<file path="src/hdl/bhst_pkg.sv">
// Shared types and constants for the block heat score table.
// No dependencies.
`timescale 1ns / 1ps

package bhst_pkg;

  // field widths of the stored command word (cover the largest parameter values)
  localparam int BLK_FW  = 16;
  localparam int SLOT_FW = 10;

  localparam logic [51:0] MASK52 = {52{1'b1}};
  localparam logic [47:0] MASK48 = {48{1'b1}};

  // configuration register indexes
  localparam logic [1:0] CFG_HEAD_SHIFT  = 2'd0;
  localparam logic [1:0] CFG_TABLE_COUNT = 2'd1;
  localparam logic [1:0] CFG_PREF_FIRST  = 2'd2;
  localparam logic [1:0] CFG_PREF_COUNT  = 2'd3;

  // result status codes
  localparam logic [1:0] STAT_OK      = 2'd0;
  localparam logic [1:0] STAT_INVALID = 2'd1;
  localparam logic [1:0] STAT_EMPTY   = 2'd2;

  typedef enum logic [2:0] {
    OP_PUBLISH  = 3'd0,
    OP_EXTRACT  = 3'd1,
    OP_INCR     = 3'd2,
    OP_DECAY    = 3'd3,
    OP_QUERY    = 3'd4,
    OP_SWAP     = 3'd5,
    OP_PIN      = 3'd6,
    OP_PROMOTE  = 3'd7
  } op_t;

  typedef enum logic [3:0] {
    S_CLEAR, S_IDLE, S_DISP, S_RD, S_EXE, S_DEC, S_PRO,
    S_SWRA, S_SWRC, S_SWWA, S_SWWC, S_DONE
  } state_t;

  typedef struct packed {
    logic [4:0] head_shift;
    logic [8:0] table_block_count;
    logic [7:0] preferred_first_block;
    logic [8:0] preferred_block_count;
  } cfg_t;

  typedef struct packed {
    logic [2:0]  func;
    logic [31:0] block_number;
    logic [31:0] byte_offset;
    logic [31:0] byte_length;
    logic [47:0] operand_value;
    logic [31:0] second_block;
  } in_t;

  typedef struct packed {
    logic [1:0]  status;
    logic        found;
    logic [47:0] score_out;
    logic        cold_valid;
    logic [7:0]  cold_block;
    logic [51:0] cold_total;
    logic        hot_valid;
    logic [7:0]  hot_block;
    logic [51:0] hot_total;
  } out_t;

  // classified command word held in the queue
  typedef struct packed {
    op_t                func;
    logic               loc_ok;
    logic               val_ok;
    logic               same_blk;
    logic               rng_ok;
    logic [BLK_FW-1:0]  blk;
    logic [BLK_FW-1:0]  blk2;
    logic [SLOT_FW-1:0] slot;
    logic [47:0]        val;
  } cmd_t;

  // back end status toward the top level
  typedef struct packed {
    logic clearing;
  } back_stat_t;

endpackage

</file>
<file path="src/hdl/bhst_cmd_fifo.sv">
// Two-entry command queue between the front and back ends.
// Depends on bhst_pkg for the command word.
`timescale 1ns / 1ps

module bhst_cmd_fifo import bhst_pkg::*; (
  input  logic clk,
  input  logic rst_n,
  input  logic push,
  input  cmd_t din,
  input  logic pop,
  output cmd_t dout,
  output logic full,
  output logic empty
);

  cmd_t       ent_r [2];
  logic       wp_r, wp_nxt, rp_r, rp_nxt;
  logic [1:0] cnt_r, cnt_nxt;

  assign full  = cnt_r == 2'd2;
  assign empty = cnt_r == 2'd0;
  assign dout  = ent_r[rp_r];

  // pointer and count update
  always_comb begin
    wp_nxt  = push ? ~wp_r : wp_r;
    rp_nxt  = pop ? ~rp_r : rp_r;
    cnt_nxt = cnt_r + 2'(push) - 2'(pop);
  end

  always_ff @(posedge clk) begin
    if (!rst_n) begin
      wp_r  <= 1'b0;
      rp_r  <= 1'b0;
      cnt_r <= 2'd0;
    end else begin
      wp_r  <= wp_nxt;
      rp_r  <= rp_nxt;
      cnt_r <= cnt_nxt;
    end
  end

  always_ff @(posedge clk) begin
    if (push) begin
      ent_r[wp_r] <= din;
    end
  end

endmodule

</file>
<file path="config.mk">
export PLATFORM = sky130hd
export DESIGN_NAME = bhst_cmd_fifo
export DESIGN_NICKNAME = d
export VERILOG_FILES = /design/src/hdl/bhst_pkg.sv /design/src/hdl/bhst_cmd_fifo.sv
export SDC_FILE = /design/constraint.sdc
export NUM_CORES = 1
export LEC_CHECK = 0
export BUFFER_PORTS_ARGS = -buffer_cell sky130_fd_sc_hd__clkbuf_2
export CORE_MARGIN = 2
export CORE_UTILIZATION = 30
export CTS_CLUSTER_SIZE = 40
export DETAILED_ROUTE_END_ITERATION = 12
export HOLD_SLACK_MARGIN = 0.12
export RECOVER_POWER = 50
export SLEW_MARGIN = 20
export SYNTH_ARGS = -nofsm -noshare
export SYNTH_HDL_FRONTEND = slang
export SYNTH_SLANG_ARGS = --single-unit
</file>
<file path="constraint.sdc">
create_clock -name clk -period 16.4 [get_ports clk]
set_input_delay 3.28 -clock clk [delete_from_list [all_inputs] [get_ports clk]]
set_output_delay 3.28 -clock clk [all_outputs]
set_load 0.005 [all_outputs]
</file>
==> metrics.md <==
| Metric | Value |
|---|---|
| Status | `complete, but fails checks` |
| Failing checks | `max-capacitance violations, max-slew violations` |
| Synth top area share | `0.793` |
| Final min period | `6460 ps` |
| Number of global-route vias before repair | `3895` |
| Htree depth | `4` |
| Grt ovf | `0` |
| Slew HR | `-0.936` |
| CP max-delay cell | `and2_0` |
| Placed insts | `839` |
| Final nets | `637` |
| WS Path Type | `in -> reg` |
| Critical Path AT | `6500 ps` |
| Worst-Skew Late Latency | `420 ps` |
| Synth unique cells | `14` |
| Compound-Gate Fraction of Synth Area | `0.00102` |
| Mapped Area | `7340 um^2` |
| Synth cell count leaders | `194 x edfxtp_1, 67 x mux2_2, 30 x mux2_4` |
| Finished Core Util | `0.379` |
| Static Leakage | `3.27 nW` |
| # hold bufs at CTS | `0` |
| Most numerous cell in the Yosys netlist | `edfxtp_1` |
| WL/cell | `15.3 um` |
| Reg area | `5930 um^2` |
| Layout cells sized above 1 | `0.449` |
| Vias per Instance | `4.18` |
| CP endpoint kind | `register` |
| Mux cell area share after synthesis | `0.164` |
| Cell family with most CP delay | `simple AND/OR/NAND/NOR gates` |
| Row count | `57` |
| IO buf count | `199` |
| VDD IR max | `55.1 uV` |
| Pre-antenna DRT Iters | `4` |
| Cell Count, Final, Fillers Out | `870` |
| Top_reg_cell synth | `edfxtp_1` |
| Period Utilization, post-route | `0.394` |
| Crit path buf inv count | `2` |
| Area of the multi-input gates | `1320 um^2` |
| CORE AREA | `24200 um^2` |
| XOR/XNOR Fraction of Synth Area | `0.00426` |
| # IOs | `200` |
| Min-delay worst type | `reg -> reg` |
| EDFF count, synth | `194` |
| Layout fillers | `2291` |
| Sequential fraction of the synthesis area | `0.807` |
| Cells after Synth | `323` |
| Setup TNS | `0 ps` |
| Synth Net Count | `426` |
| Clk slew on worst S/H paths | `70 ps` |
| CP max FO | `55` |
| FFs w/ async S/R, synth | `0` |
| Clock Tree Buf Depth | `2` |
| Seq cells post-synth | `199` |
| Area contributors post-synth | `edfxtp_1 79%, mux2_2 10%, mux2_4 6.1%` |
| Post-cts resize count | `0` |
| Placer Congestion | `0.734` |
| Clk root buf | `clkbuf_16` |
| Post-synthesis simple-gate area fraction | `0.00733` |
| Post-Synth Adder-Cell Area | `0.00341` |
| Worst stage delay on the critical path | `2120 ps` |
| Total Wirelength | `13.3 mm` |
| Max_cap viols | `2` |
| Cell taking the most area after synthesis | `edfxtp_1` |
| Die Ht | `160 um` |
| Max Fclk | `155 MHz` |
| Total CTS buffers | `17` |
| Initial antenna violation count | `0` |
| Area growth, synth to finish | `24.9%` |
| N_diodes | `0` |
| Post-detail-place hpwl | `9.09 mm` |
| RSZ-0062 raised after global routing | `false` |
| Initial Util | `0.304` |
| Die footprint | `25700 um^2` |
| Overall Global Routing Usage | `0.105` |
| Cell Pwr Density | `121 nW/um^2` |
| Total setup buffers inserted after CTS | `0` |
| DRC viols | `0` |
| Worst slew pin tran | `2900 ps` |
| Endpoints failing hold | `0` |
| Initial DRC Count | `184` |
| Warnings from Yosys | `0` |
| Die extent in x | `160 um` |
| Clock Skew | `7.56 ps` |
| CP startpoint kind | `primary input` |
| CP Data Required Time | `16440 ps` |
| Pin count of the biggest net entering global routing | `57` |
| Final antenna-violating net count | `0` |
| First-pass GRT wire length | `20.5 mm` |
| Crit-path cells | `clkbuf_1 > and2_0 > buf_4` |
| Final Max Slew Viols | `61` |
| Setup violations, final | `0` |
| Avg Cell Area, Syn | `22.7 um^2` |
| Dominant combinational cell family by area after synthesis | `multiplexers` |
| Vias | `3639` |
| TritonCTS Sinks | `199` |
| CTS tree | `yes` |
-- power breakdown --
| group | leakage, nW | switching [mW] | internal, mW |
|---|---|---|---|
| clock | 0.273 | 0.182 | 0.226 |
| combinational | 1.14 | 0.0474 | 0.0564 |
| sequential | 1.86 | 0.0108 | 0.588 |
-- kinds of logic after synthesis --
logic type      count (synthesis)
buf+inv                        13
xor+xnor                        2
compound gates                  1
mux                            97
fa+ha+maj                       2
flops                         199
simple gates                    9
-- sequential cells by signal, indices dropped and copies added (netlist names), named ones only --
name and count:
wp_r 1, cnt_r 2, ent_r 194, rp_r 1
-- layer usage --
| layer | part of all wire | track usage | vias up |
|---|---|---|---|
| met4 | 0.019 | 0.0475 | 0 |
| met2 | 0.50 | 0.177 | 126 |
| met1 | 0.41 | 0.121 | 1805 |
| li1 | - | - | 1692 |
| met5 | 0 | 0 | - |
| met3 | 0.066 | 0.0346 | 16 |
-- stage by stage --
stage | instance area [um^2] | power [mW] | setup slack [ps] | hold slack (ps)
6_report | 9170 | 1.11 | 9940 | 582
5_1_grt | 9170 | 1.16 | 9450 | 601
4_1_cts | 9290 | 1.13 | 10510 | 587
3_5_place_dp | 8710 | 0.720 | 10980 | 567
3_3_place_gp | 8690 | 0.715 | 10820 | 558
2_1_floorplan | 7340 | 0.669 | 8300 | 555
-- worst paths after layout --
check / from / end / slack (ps) / cells after the start
worst max-delay path: push / ent_r[1][90]$_DFFE_PP_ / 9940 / 3
worst min-delay path: rp_r$_SDFFE_PN0P_ / register / 580 / 2
worst max register to register: wp_r$_SDFFE_PN0P_ / ent_r[1][90]$_DFFE_PP_ / 12620 / 2
worst min register to register: rp_r$_SDFFE_PN0P_ / register / 580 / 2
-- worst register-to-register path, stage by stage, from the launching register on --
cell     delay (ps)
dfxtp_1         360
and2_0         2110
buf_4           870
-- cell type report --
cell class / count / share of cell area
clock buffer: 17 / 0.0464
clock inverter: 14 / 0.0161
inverter: 2 / 0.000819
multi-input combinational: 111 / 0.144
sequential: 199 / 0.647
tap: 324 / 0.0442
timing repair buffer: 203 / 0.102
-- cells in the final DEF, fill, tap and decap left out, drive strengths merged --
| master | Yosys | routed |
|---|---|---|
| xnor3 | 1 | 1 |
| clkbuf | 0 | 216 |
| ha | 2 | 2 |
| buf | 11 | 4 |
| dfxtp | 5 | 5 |
| mux2 | 97 | 97 |
| xor2 | 1 | 1 |
| nor2 | 1 | 1 |
| inv | 2 | 7 |
| and2 | 4 | 4 |
| bufinv | 0 | 2 |
| clkinvlp | 0 | 3 |
| o21a | 1 | 1 |
| nor2b | 4 | 4 |
| edfxtp | 194 | 194 |
| clkinv | 0 | 4 |
No activity file was read; power rests on OpenSTA's default activity.
