**src/hdl/bhst_pkg.sv**
```systemverilog
// Shared types and constants for the block heat score table.
// No dependencies.
`timescale 1ns / 1ps

package bhst_pkg;

  // field widths of the stored command word (cover the largest parameter values)
  localparam int BLK_FW  = 16;
  localparam int SLOT_FW = 10;

  localparam logic [51:0] MASK52 = {52{1'b1}};
  localparam logic [47:0] MASK48 = {48{1'b1}};

  // configuration register indexes
  localparam logic [1:0] CFG_HEAD_SHIFT  = 2'd0;
  localparam logic [1:0] CFG_TABLE_COUNT = 2'd1;
  localparam logic [1:0] CFG_PREF_FIRST  = 2'd2;
  localparam logic [1:0] CFG_PREF_COUNT  = 2'd3;

  // result status codes
  localparam logic [1:0] STAT_OK      = 2'd0;
  localparam logic [1:0] STAT_INVALID = 2'd1;
  localparam logic [1:0] STAT_EMPTY   = 2'd2;

  typedef enum logic [2:0] {
    OP_PUBLISH  = 3'd0,
    OP_EXTRACT  = 3'd1,
    OP_INCR     = 3'd2,
    OP_DECAY    = 3'd3,
    OP_QUERY    = 3'd4,
    OP_SWAP     = 3'd5,
    OP_PIN      = 3'd6,
    OP_PROMOTE  = 3'd7
  } op_t;

  typedef enum logic [3:0] {
    S_CLEAR, S_IDLE, S_DISP, S_RD, S_EXE, S_DEC, S_PRO,
    S_SWRA, S_SWRC, S_SWWA, S_SWWC, S_DONE
  } state_t;

  typedef struct packed {
    logic [4:0] head_shift;
    logic [8:0] table_block_count;
    logic [7:0] preferred_first_block;
    logic [8:0] preferred_block_count;
  } cfg_t;

  typedef struct packed {
    logic [2:0]  func;
    logic [31:0] block_number;
    logic [31:0] byte_offset;
    logic [31:0] byte_length;
    logic [47:0] operand_value;
    logic [31:0] second_block;
  } in_t;

  typedef struct packed {
    logic [1:0]  status;
    logic        found;
    logic [47:0] score_out;
    logic        cold_valid;
    logic [7:0]  cold_block;
    logic [51:0] cold_total;
    logic        hot_valid;
    logic [7:0]  hot_block;
    logic [51:0] hot_total;
  } out_t;

  // classified command word held in the queue
  typedef struct packed {
    op_t                func;
    logic               loc_ok;
    logic               val_ok;
    logic               same_blk;
    logic               rng_ok;
    logic [BLK_FW-1:0]  blk;
    logic [BLK_FW-1:0]  blk2;
    logic [SLOT_FW-1:0] slot;
    logic [47:0]        val;
  } cmd_t;

  // back end status toward the top level
  typedef struct packed {
    logic clearing;
  } back_stat_t;

endpackage

```
**src/hdl/bhst_front.sv**
```systemverilog
// Front end: checks the location and arguments of an incoming word and
// builds the command word for the queue. Depends on bhst_pkg.
`timescale 1ns / 1ps

module bhst_front import bhst_pkg::*; #(
  parameter int NUM_BLOCKS  = 256,
  parameter int BLOCK_SLOTS = 16
) (
  input  cfg_t cfg,
  input  in_t  in_word,
  output cmd_t cmd
);

  logic [63:0] head_sz, blk_sz, off64, len64, shifted;
  logic [31:0] nb;
  logic        blk_in, blk2_in, loc_ok;
  op_t         func;

  assign func = op_t'(in_word.func);

  // covered block count, capped at the table size
  assign nb = (32'(cfg.table_block_count) > 32'(NUM_BLOCKS)) ? 32'(NUM_BLOCKS)
                                                             : 32'(cfg.table_block_count);

  // head geometry
  always_comb begin
    head_sz = 64'd1 << cfg.head_shift;
    blk_sz  = 64'(BLOCK_SLOTS) << cfg.head_shift;
    off64   = 64'(in_word.byte_offset);
    len64   = 64'(in_word.byte_length);
    shifted = off64 >> cfg.head_shift;
  end

  assign blk_in  = in_word.block_number < nb;
  assign blk2_in = in_word.second_block < nb;
  assign loc_ok  = (len64 == head_sz) && (off64 < blk_sz) &&
                   ((off64 & (head_sz - 64'd1)) == 64'd0) &&
                   (off64 + head_sz <= blk_sz) && blk_in;

  // classify
  always_comb begin
    cmd          = '0;
    cmd.func     = func;
    cmd.loc_ok   = loc_ok;
    cmd.same_blk = in_word.block_number == in_word.second_block;
    cmd.blk      = in_word.block_number[BLK_FW-1:0];
    cmd.blk2     = in_word.second_block[BLK_FW-1:0];
    cmd.slot     = shifted[SLOT_FW-1:0];
    cmd.val      = in_word.operand_value;
    case (func)
      OP_INCR:  cmd.val_ok = in_word.operand_value != 48'd0;
      OP_DECAY: cmd.val_ok = (in_word.operand_value != 48'd0) &&
                             (in_word.operand_value[47:16] == 32'd0);
      default:  cmd.val_ok = 1'b1;
    endcase
    case (func)
      OP_SWAP: cmd.rng_ok = blk_in && blk2_in;
      default: cmd.rng_ok = blk_in;
    endcase
  end

endmodule

```
**config.mk**
```make
export PLATFORM = sky130hd
export DESIGN_NAME = bhst_front
export DESIGN_NICKNAME = d
export VERILOG_FILES = /design/src/hdl/bhst_pkg.sv /design/src/hdl/bhst_front.sv
export SDC_FILE = /design/constraint.sdc
export NUM_CORES = 1
export LEC_CHECK = 0
export BUFFER_PORTS_ARGS = -buffer_cell sky130_fd_sc_hd__buf_2
export CAP_MARGIN = 15
export CORE_ASPECT_RATIO = 1.1
export CORE_MARGIN = 4
export CORE_UTILIZATION = 50
export DETAILED_ROUTE_END_ITERATION = 7
export PLACE_DENSITY = 0.89
export SLEW_MARGIN = 20
export SYNTH_ARGS = -nofsm -noshare
export SYNTH_HDL_FRONTEND = slang
export SYNTH_SLANG_ARGS = --single-unit
```
**constraint.sdc**
```tcl
create_clock -name vclk -period 8.22
set_clock_uncertainty 0.15 [all_clocks]
set_input_delay 0.411 -clock vclk [all_inputs]
set_output_delay 0.411 -clock vclk [all_outputs]
set_load 0.01 [all_outputs]
```
==> results.toml, run 1 <==
[sta]
period_share_pct = 87.9
rsz0062_at_grt = "false"
setup_violations = 0
fin_crit_ns = 7.22
worst_pin_slew_ns = 0.818
max_slew_margin_pct = 45.3
timing.fmax_ghz = 0.138
finalMaxSlewViolations = 0
finalWorstSetupSlack_ns = 0.996
whs_ns = 0.874
hold_violations = 0
finalSetupTns_ns = 0

[floorplanning]
placementRows = 45
die_area_um2 = 16500
die_w_um = 123
initial_utilization_pct = 51.7
io_pins = 307
core_um2 = 14000
fp.dieH_um = 134

[worst_hold_path]
hold_class = "primary input to output pin"

[worst_setup_path]
cp_common_cell = "a21oi_1"
crit_path_end_kind = "output pin"
crit_family = "compound AO/OA/AOI/OAI gates"
worstPathArrival_ns = 6.66
slowest_delay_ns = 0.43
path_class = "primary input to output pin"
critPathBufInv = 3
critPathLaunchType = "primary input"
critical_path.max_fanout = 29
cp_data_required_time_ns = 7.66
cp_slowest_cell = "buf_2"

[place]
gp_congestion = 1.00
io_buffer_count = 290
place_ws_ns = 1.11
dpl.hpwl_um = 25800
dp.cells = 1402

[routing]
drtAntennaViolNets = 0
drc = 0
routed_wl_um = 30800
via_per_inst = 6.43
vias = 9061
dr.pass1.iters = 7
wl_per_cell_um = 21.8
drt_first_iter_violations = 958

[yosys]
muxShareOfSynthArea_pct = 8.39
synth_area_um2 = 7250
synth.top_cell.area_share_pct = 18.1
synth_top_family_by_area = "compound AO/OA/AOI/OAI gates"
synthSimpleGateAreaFrac_pct = 22.9
synth_xor_area_share_pct = 8.10
ys_types = 82
synth.net_count = 1361
syn_area_per_cell_um2 = 6.93
synthAdderAreaFrac_pct = 18.4
yosysSeqAreaShare_pct = 0
yosysWarnings = 0
synth_compound_area_share_pct = 28.4
synth.area.top_cells = "ha_1 (18%), buf_4 (8.9%), a21oi_1 (6.0%)"
yosys.area.top_type = "ha_1"
synth_cells = 1045

[clock_tree]
hold_buffers = 0
post_cts_resized = 0
post_cts_buffers = 0

[layout]
final_cell_mix = "buf_2 (290), nand2_1 (109), ha_1 (105)"
final_common_cell = "buf_2"
clkbuf_count = 0
nFlopsAndLatches = 0
regArea_um2 = 0
syn_to_final_growth_pct = 12.9
final_util_pct = 58.3
layout.cells.non_filler = 1409
nets = 1532
drive_gt1_share_pct = 28.7

[pwr]
p_leak_uw = 0.00407
switchingPower_uw = 257
p_comb_share_pct = 100.0
powerDensity_nw_per_um2 = 52.8
ir_drop_uv = 24.9
p_seq_share_pct = 0
p_sw_share_pct = 59.6
p_int_uw = 174
pwr-share-clk_pct = 0

[global_routing]
grt_pass1_wl_um = 45600
grt-ovfl-total = 0
grt_max_degree = 46
grt_usage_pct = 34.8
antenna_found_initial = 11
grt_pass1_vias = 8508

[run_status]
status = "finished clean"

[flow_run]
maxCapViolCount = 0
## metrics by stage
step	area, µm²	power [µW]
6_report	8180	432
3_5_place_dp	8160	418
2_1_floorplan	7250	275
5_1_grt	8180	469
3_3_place_gp	8160	409
4_1_cts	8160	420
## synth_stat cells, drive strengths merged (10+ instances only)
library cell / count
nor2: 83
nand2: 111
nand4: 18
nor2b: 14
o21a: 18
o21ai: 68
a21o: 32
o22ai: 10
a211oi: 17
clkbuf: 23
ha: 105
a21oi: 88
a31oi: 10
xor2: 42
nor4: 38
mux2: 12
xnor2: 25
nor3: 18
buf: 106
mux2i: 27
nand2b: 11
nand3: 19
inv: 43
## cell families (layout without fill, tap and decap cells)
| group | count (synthesis) | in the layout |
|---|---|---|
| AOI/OAI and AO/OA | 310 | 310 |
| xor gates and xnor gates | 67 | 67 |
| other | 0 | 7 |
| and+or+nand+nor | 341 | 341 |
| muxes | 48 | 48 |
| buffers and inverters | 173 | 342 |
| adders and majority gates | 106 | 106 |
## final timing paths
path                         from      end  slack (ns)  cells after the start
worst max-delay path      cfg[26]  cmd[93]         1.0                     26
worst min-delay path  in_word[45]  cmd[13]        0.87                      2
## power by group through the flow
stage          sequential, µW  clock, µW  combinational (µW)
6_report                    0   0.000114                 432
5_1_grt                     0  0.0000978                 469
4_1_cts                     0          0                 420
3_5_place_dp                0          0                 418
3_3_place_gp                0          0                 409
2_1_floorplan               0          0                 275
## routing by layer
layer	track usage [%]	share of wire, %	vias up
li1	-	-	4155
met1	43.7	37	4119
met2	53.9	44	642
met3	9.36	13	137
met4	18.5	5.9	8
met5	0	0.18	-
## layout make-up
type                            count  area [µm²]
Antenna cell                        7        17.5
Fill cell                        1345        5840
Inverter                           44         165
Multi-Input combinational cell    872        6250
Tap cell                          188         235
Timing Repair Buffer              298        1510
No activity file was read; power rests on OpenSTA's default activity.
==> run 2, diff against run 1 <==
- CORE_UTILIZATION: 50 -> 51
- PLACE_DENSITY: 0.89 -> 0.91
==> results.toml, run 2 (synthesized netlist as in run 1, its figures left out) <==
[run_status]
status = "finished clean"

[sta]
finalSetupTns_ns = 0
period_share_pct = 86.0
fin_crit_ns = 7.07
max_slew_margin_pct = 47.1
timing.fmax_ghz = 0.141
setup_violations = 0
finalMaxSlewViolations = 0
whs_ns = 0.873
worst_pin_slew_ns = 0.788
rsz0062_at_grt = "false"
finalWorstSetupSlack_ns = 1.15
hold_violations = 0

[floorplanning]
die_area_um2 = 16200
placementRows = 45
io_pins = 307
initial_utilization_pct = 52.3
fp.dieH_um = 133
die_w_um = 122
core_um2 = 13900

[layout]
final_cell_mix = "buf_2 (290), nand2_1 (109), ha_1 (105)"
nets = 1533
multiInputGateArea_um2 = 6250
regArea_um2 = 0
final_common_cell = "buf_2"
clkbuf_count = 0
drive_gt1_share_pct = 28.7
syn_to_final_growth_pct = 13.2
final_util_pct = 59.2
n_fill_cell = 1323
nFlopsAndLatches = 0

[worst_hold_path]
hold_start = "in_word[39]"
min_to = "cmd[7]"
hold_class = "primary input to output pin"
worstHoldPathCells = 2

[routing]
vias = 8980
drtAntennaViolNets = 0
wl_per_cell_um = 21.7
via_per_inst = 6.36
drc = 0
routed_wl_um = 30600
drt_first_iter_violations = 900
dr.pass1.iters = 5

[global_routing]
grt_pass1_vias = 8433
grt_max_degree = 57
antenna_found_initial = 10
grt_usage_pct = 35.0
grt_pass1_wl_um = 45000
grt-ovfl-total = 0

[pwr]
powerDensity_nw_per_um2 = 52.6
ir_drop_uv = 28.3
p_int_uw = 175
p_sw_share_pct = 59.5
power_uw = 432
pwr-share-clk_pct = 0
switchingPower_uw = 257
p_comb_share_pct = 100.0
p_leak_uw = 0.00408
p_seq_share_pct = 0

[worst_setup_path]
critPathLaunchType = "primary input"
path_class = "primary input to output pin"
critical_path.max_fanout = 52
crit_path_end_kind = "output pin"
worstPathArrival_ns = 6.51
cp_data_required_time_ns = 7.66

[flow_run]
maxCapViolCount = 0

[place]
place_ws_ns = 1.17
dpl.hpwl_um = 26000
io_buffer_count = 290
gp_congestion = 1.02

[clock_tree]
hold_buffers = 0
post_cts_resized = 0
post_cts_buffers = 0
[run 2: cell types whose count changed in the layout (fill, tap and decap cells not counted), sizes merged]
cell and delta:
buf +1, diode +1
[run 2: per-layer routing]
layer,up-vias,GRT usage [%],share of wire (%)
li1,4157,-,-
met1,4130,42.4,37
met2,564,55.9,44
met3,123,8.55,12
met4,6,20.1,6.6
met5,-,0,0.11
[run 2: final cells by class]
cell class                      count  area share [%]
Multi-Input combinational cell    872            76.2
Timing Repair Buffer              299            18.7
Tap cell                          188            2.87
Antenna cell                        8           0.244
Inverter                           44            2.01
[run 2: how the worst max path moves through the flow]
stage,start,endpoint,slack [ns]
after floorplan,cfg[28],cmd[93],2.17
after global placement,cfg[27],cmd[93],1.26
after detailed placement,cfg[27],cmd[93],1.17
after CTS,cfg[27],cmd[93],1.15
after global routing,cfg[27],cmd[93],0.73
final,cfg[27],cmd[93],1.15
[run 2: worst max-delay path, stage by stage]
cell and delay, ns:
buf_2 0.31, buf_4 0.57, nor2_2 0.19, nand2_1 0.18, inv_1 0.06, ha_1 0.34
nand2_1 0.18, o32ai_2 0.12, o31a_2 0.39, o22ai_4 0.22, o311ai_2 0.18, o211ai_1 0.30
a21oi_1 0.12, o41ai_1 0.33, xnor2_1 0.13, ha_1 0.33, a21o_1 0.19, a21o_1 0.18
a21oi_1 0.14, nor2_1 0.05, a2111oi_0 0.41, o21ai_0 0.12, a21oi_1 0.30, o21ai_0 0.17
a2111oi_2 0.36, buf_2 0.19
[run 2: power groups by stage]
stage                     sequential (µW)  clock [µW]  combinational, µW
after floorplan                         0           0                275
after global placement                  0           0                412
after detailed placement                0           0                420
after CTS                               0           0                422
after global routing                    0    0.000114                468
final                                   0    0.000130                432
[run 2: per-stage QoR]
| stage | std cells | cell area (µm²) |
|---|---|---|
| after floorplan | 1045 | 7250 |
| after global placement | 1403 | 8180 |
| after detailed placement | 1403 | 8180 |
| after CTS | 1403 | 8180 |
| after global routing | 1410 | 8200 |
| final | 1411 | 8200 |
==> run 3, diff against run 2 <==
- CORE_UTILIZATION: 51 -> 55
- MAX_ROUTING_LAYER: unset -> met4
- PLACE_DENSITY: 0.91 -> 0.95
- clock period: 8.22 -> 8.6 ns (I/O delays scaled with it)
==> results.toml, run 3 (synthesized netlist as in run 1, its figures left out) <==
[routing]
drtAntennaViolNets = 0
drc = 0
dr.pass1.iters = 6
drt_first_iter_violations = 813
via_per_inst = 6.47
vias = 8959
routed_wl_um = 31300
wl_per_cell_um = 22.6

[layout]
final_cell_mix = "buf_2 (290), nand2_1 (109), ha_1 (105)"
nFlopsAndLatches = 0
drive_gt1_share_pct = 28.8
clkbuf_count = 0
final_util_pct = 64.1
syn_to_final_growth_pct = 12.8
n_fill_cell = 1212
nets = 1535
final_common_cell = "buf_2"
regArea_um2 = 0

[worst_setup_path]
crit_path_end_kind = "output pin"
worstPathArrival_ns = 6.89
critical_path.max_fanout = 32
critPathLaunchType = "primary input"
cp_data_required_time_ns = 8.02
path_class = "primary input to output pin"

[sta]
worst_pin_slew_ns = 0.827
fin_crit_ns = 7.47
hold_violations = 0
period_share_pct = 86.8
timing.fmax_ghz = 0.134
finalMaxSlewViolations = 0
max_slew_margin_pct = 44.5
rsz0062_at_grt = "false"
finalSetupTns_ns = 0
setup_violations = 0

[place]
io_buffer_count = 290
dpl.hpwl_um = 26500
gp_congestion = 1.06

[worst_hold_path]
hold_class = "primary input to output pin"
worstHoldPathCells = 2

[clock_tree]
hold_buffers = 0
post_cts_buffers = 0
post_cts_resized = 0

[global_routing]
grt_pass1_wl_um = 46900
grt_usage_pct = 39.8
antenna_found_initial = 9
grt-ovfl-total = 0
grt_max_degree = 43
grt_pass1_vias = 8454

[pwr]
powerDensity_nw_per_um2 = 50.8
p_leak_uw = 0.00409
ir_drop_uv = 23.5

[floorplanning]
fp.dieH_um = 128
initial_utilization_pct = 56.8
placementRows = 43
io_pins = 307
die_area_um2 = 15100
die_w_um = 117
core_um2 = 12800

[run_status]
status = "finished clean"

[flow_run]
maxCapViolCount = 0
==> run 3: cell types whose count changed in the layout (fill, tap and decap cells not counted) <==
cell     change
buf_4        +3
diode_2      +2
buf_12       -1
==> run 3: critical path: stages <==
cell,delay [ns]
buf_2,0.53
nand2_1,0.25
nor2_1,0.45
nand2_1,0.22
inv_1,0.14
ha_1,0.24
a21oi_2,0.27
o32ai_2,0.13
o31a_2,0.38
o22ai_4,0.23
o311ai_2,0.18
o211ai_1,0.31
a21oi_1,0.12
o41ai_1,0.32
xnor2_1,0.13
ha_1,0.32
a21o_1,0.18
a21o_1,0.17
a21oi_1,0.15
nor2_1,0.06
a2111oi_0,0.42
o21ai_0,0.13
a21oi_1,0.32
o21ai_0,0.18
a2111oi_2,0.40
buf_2,0.20
==> run 3: through the flow <==
step | worst slack [ns] | total power (µW) | area [µm²] | hold slack [ns] | instances
floorplan | 2.52 | 263 | 7250 | 0.802 | 1045
global placement | 1.23 | 398 | 8150 | 0.910 | 1374
detailed placement | 1.24 | 404 | 8150 | 0.915 | 1374
CTS | 1.21 | 406 | 8150 | 0.915 | 1374
global route | 0.709 | 450 | 8170 | 0.924 | 1383
finish | 1.13 | 415 | 8170 | 0.914 | 1384
==> run 3: area by class of cell <==
| type | instances | area (µm²) | share of cell area (%) |
|---|---|---|---|
| Antenna cell | 10 | 25.0 | 0.306 |
| Timing Repair Buffer | 301 | 1530 | 18.8 |
| Inverter | 44 | 165 | 2.02 |
| Multi-Input combinational cell | 872 | 6250 | 76.5 |
| Tap cell | 157 | 196 | 2.40 |
==> run 3: power by group <==
part | leakage, µW | internal (µW) | switching (µW)
registers | 0 | 0 | 0
clock network | 0.0000000634 | 0.000156 | 0
logic | 0.00409 | 168 | 248
total | 0.00409 | 168 | 248
==> run 3: path summary, 6_finish.rpt <==
kind / from / end / slack [ns]
min: in_word[54] / cmd[22] / 0.91
max: cfg[26] / cmd[93] / 1.13
==> run 3: per-layer routing <==
layer / global-route usage [%] / wire [µm]
met4: 19.1 / 1700
met2: 63.9 / 14400
met5: - / 0
met1: 47.9 / 11900
met3: 8.18 / 3330
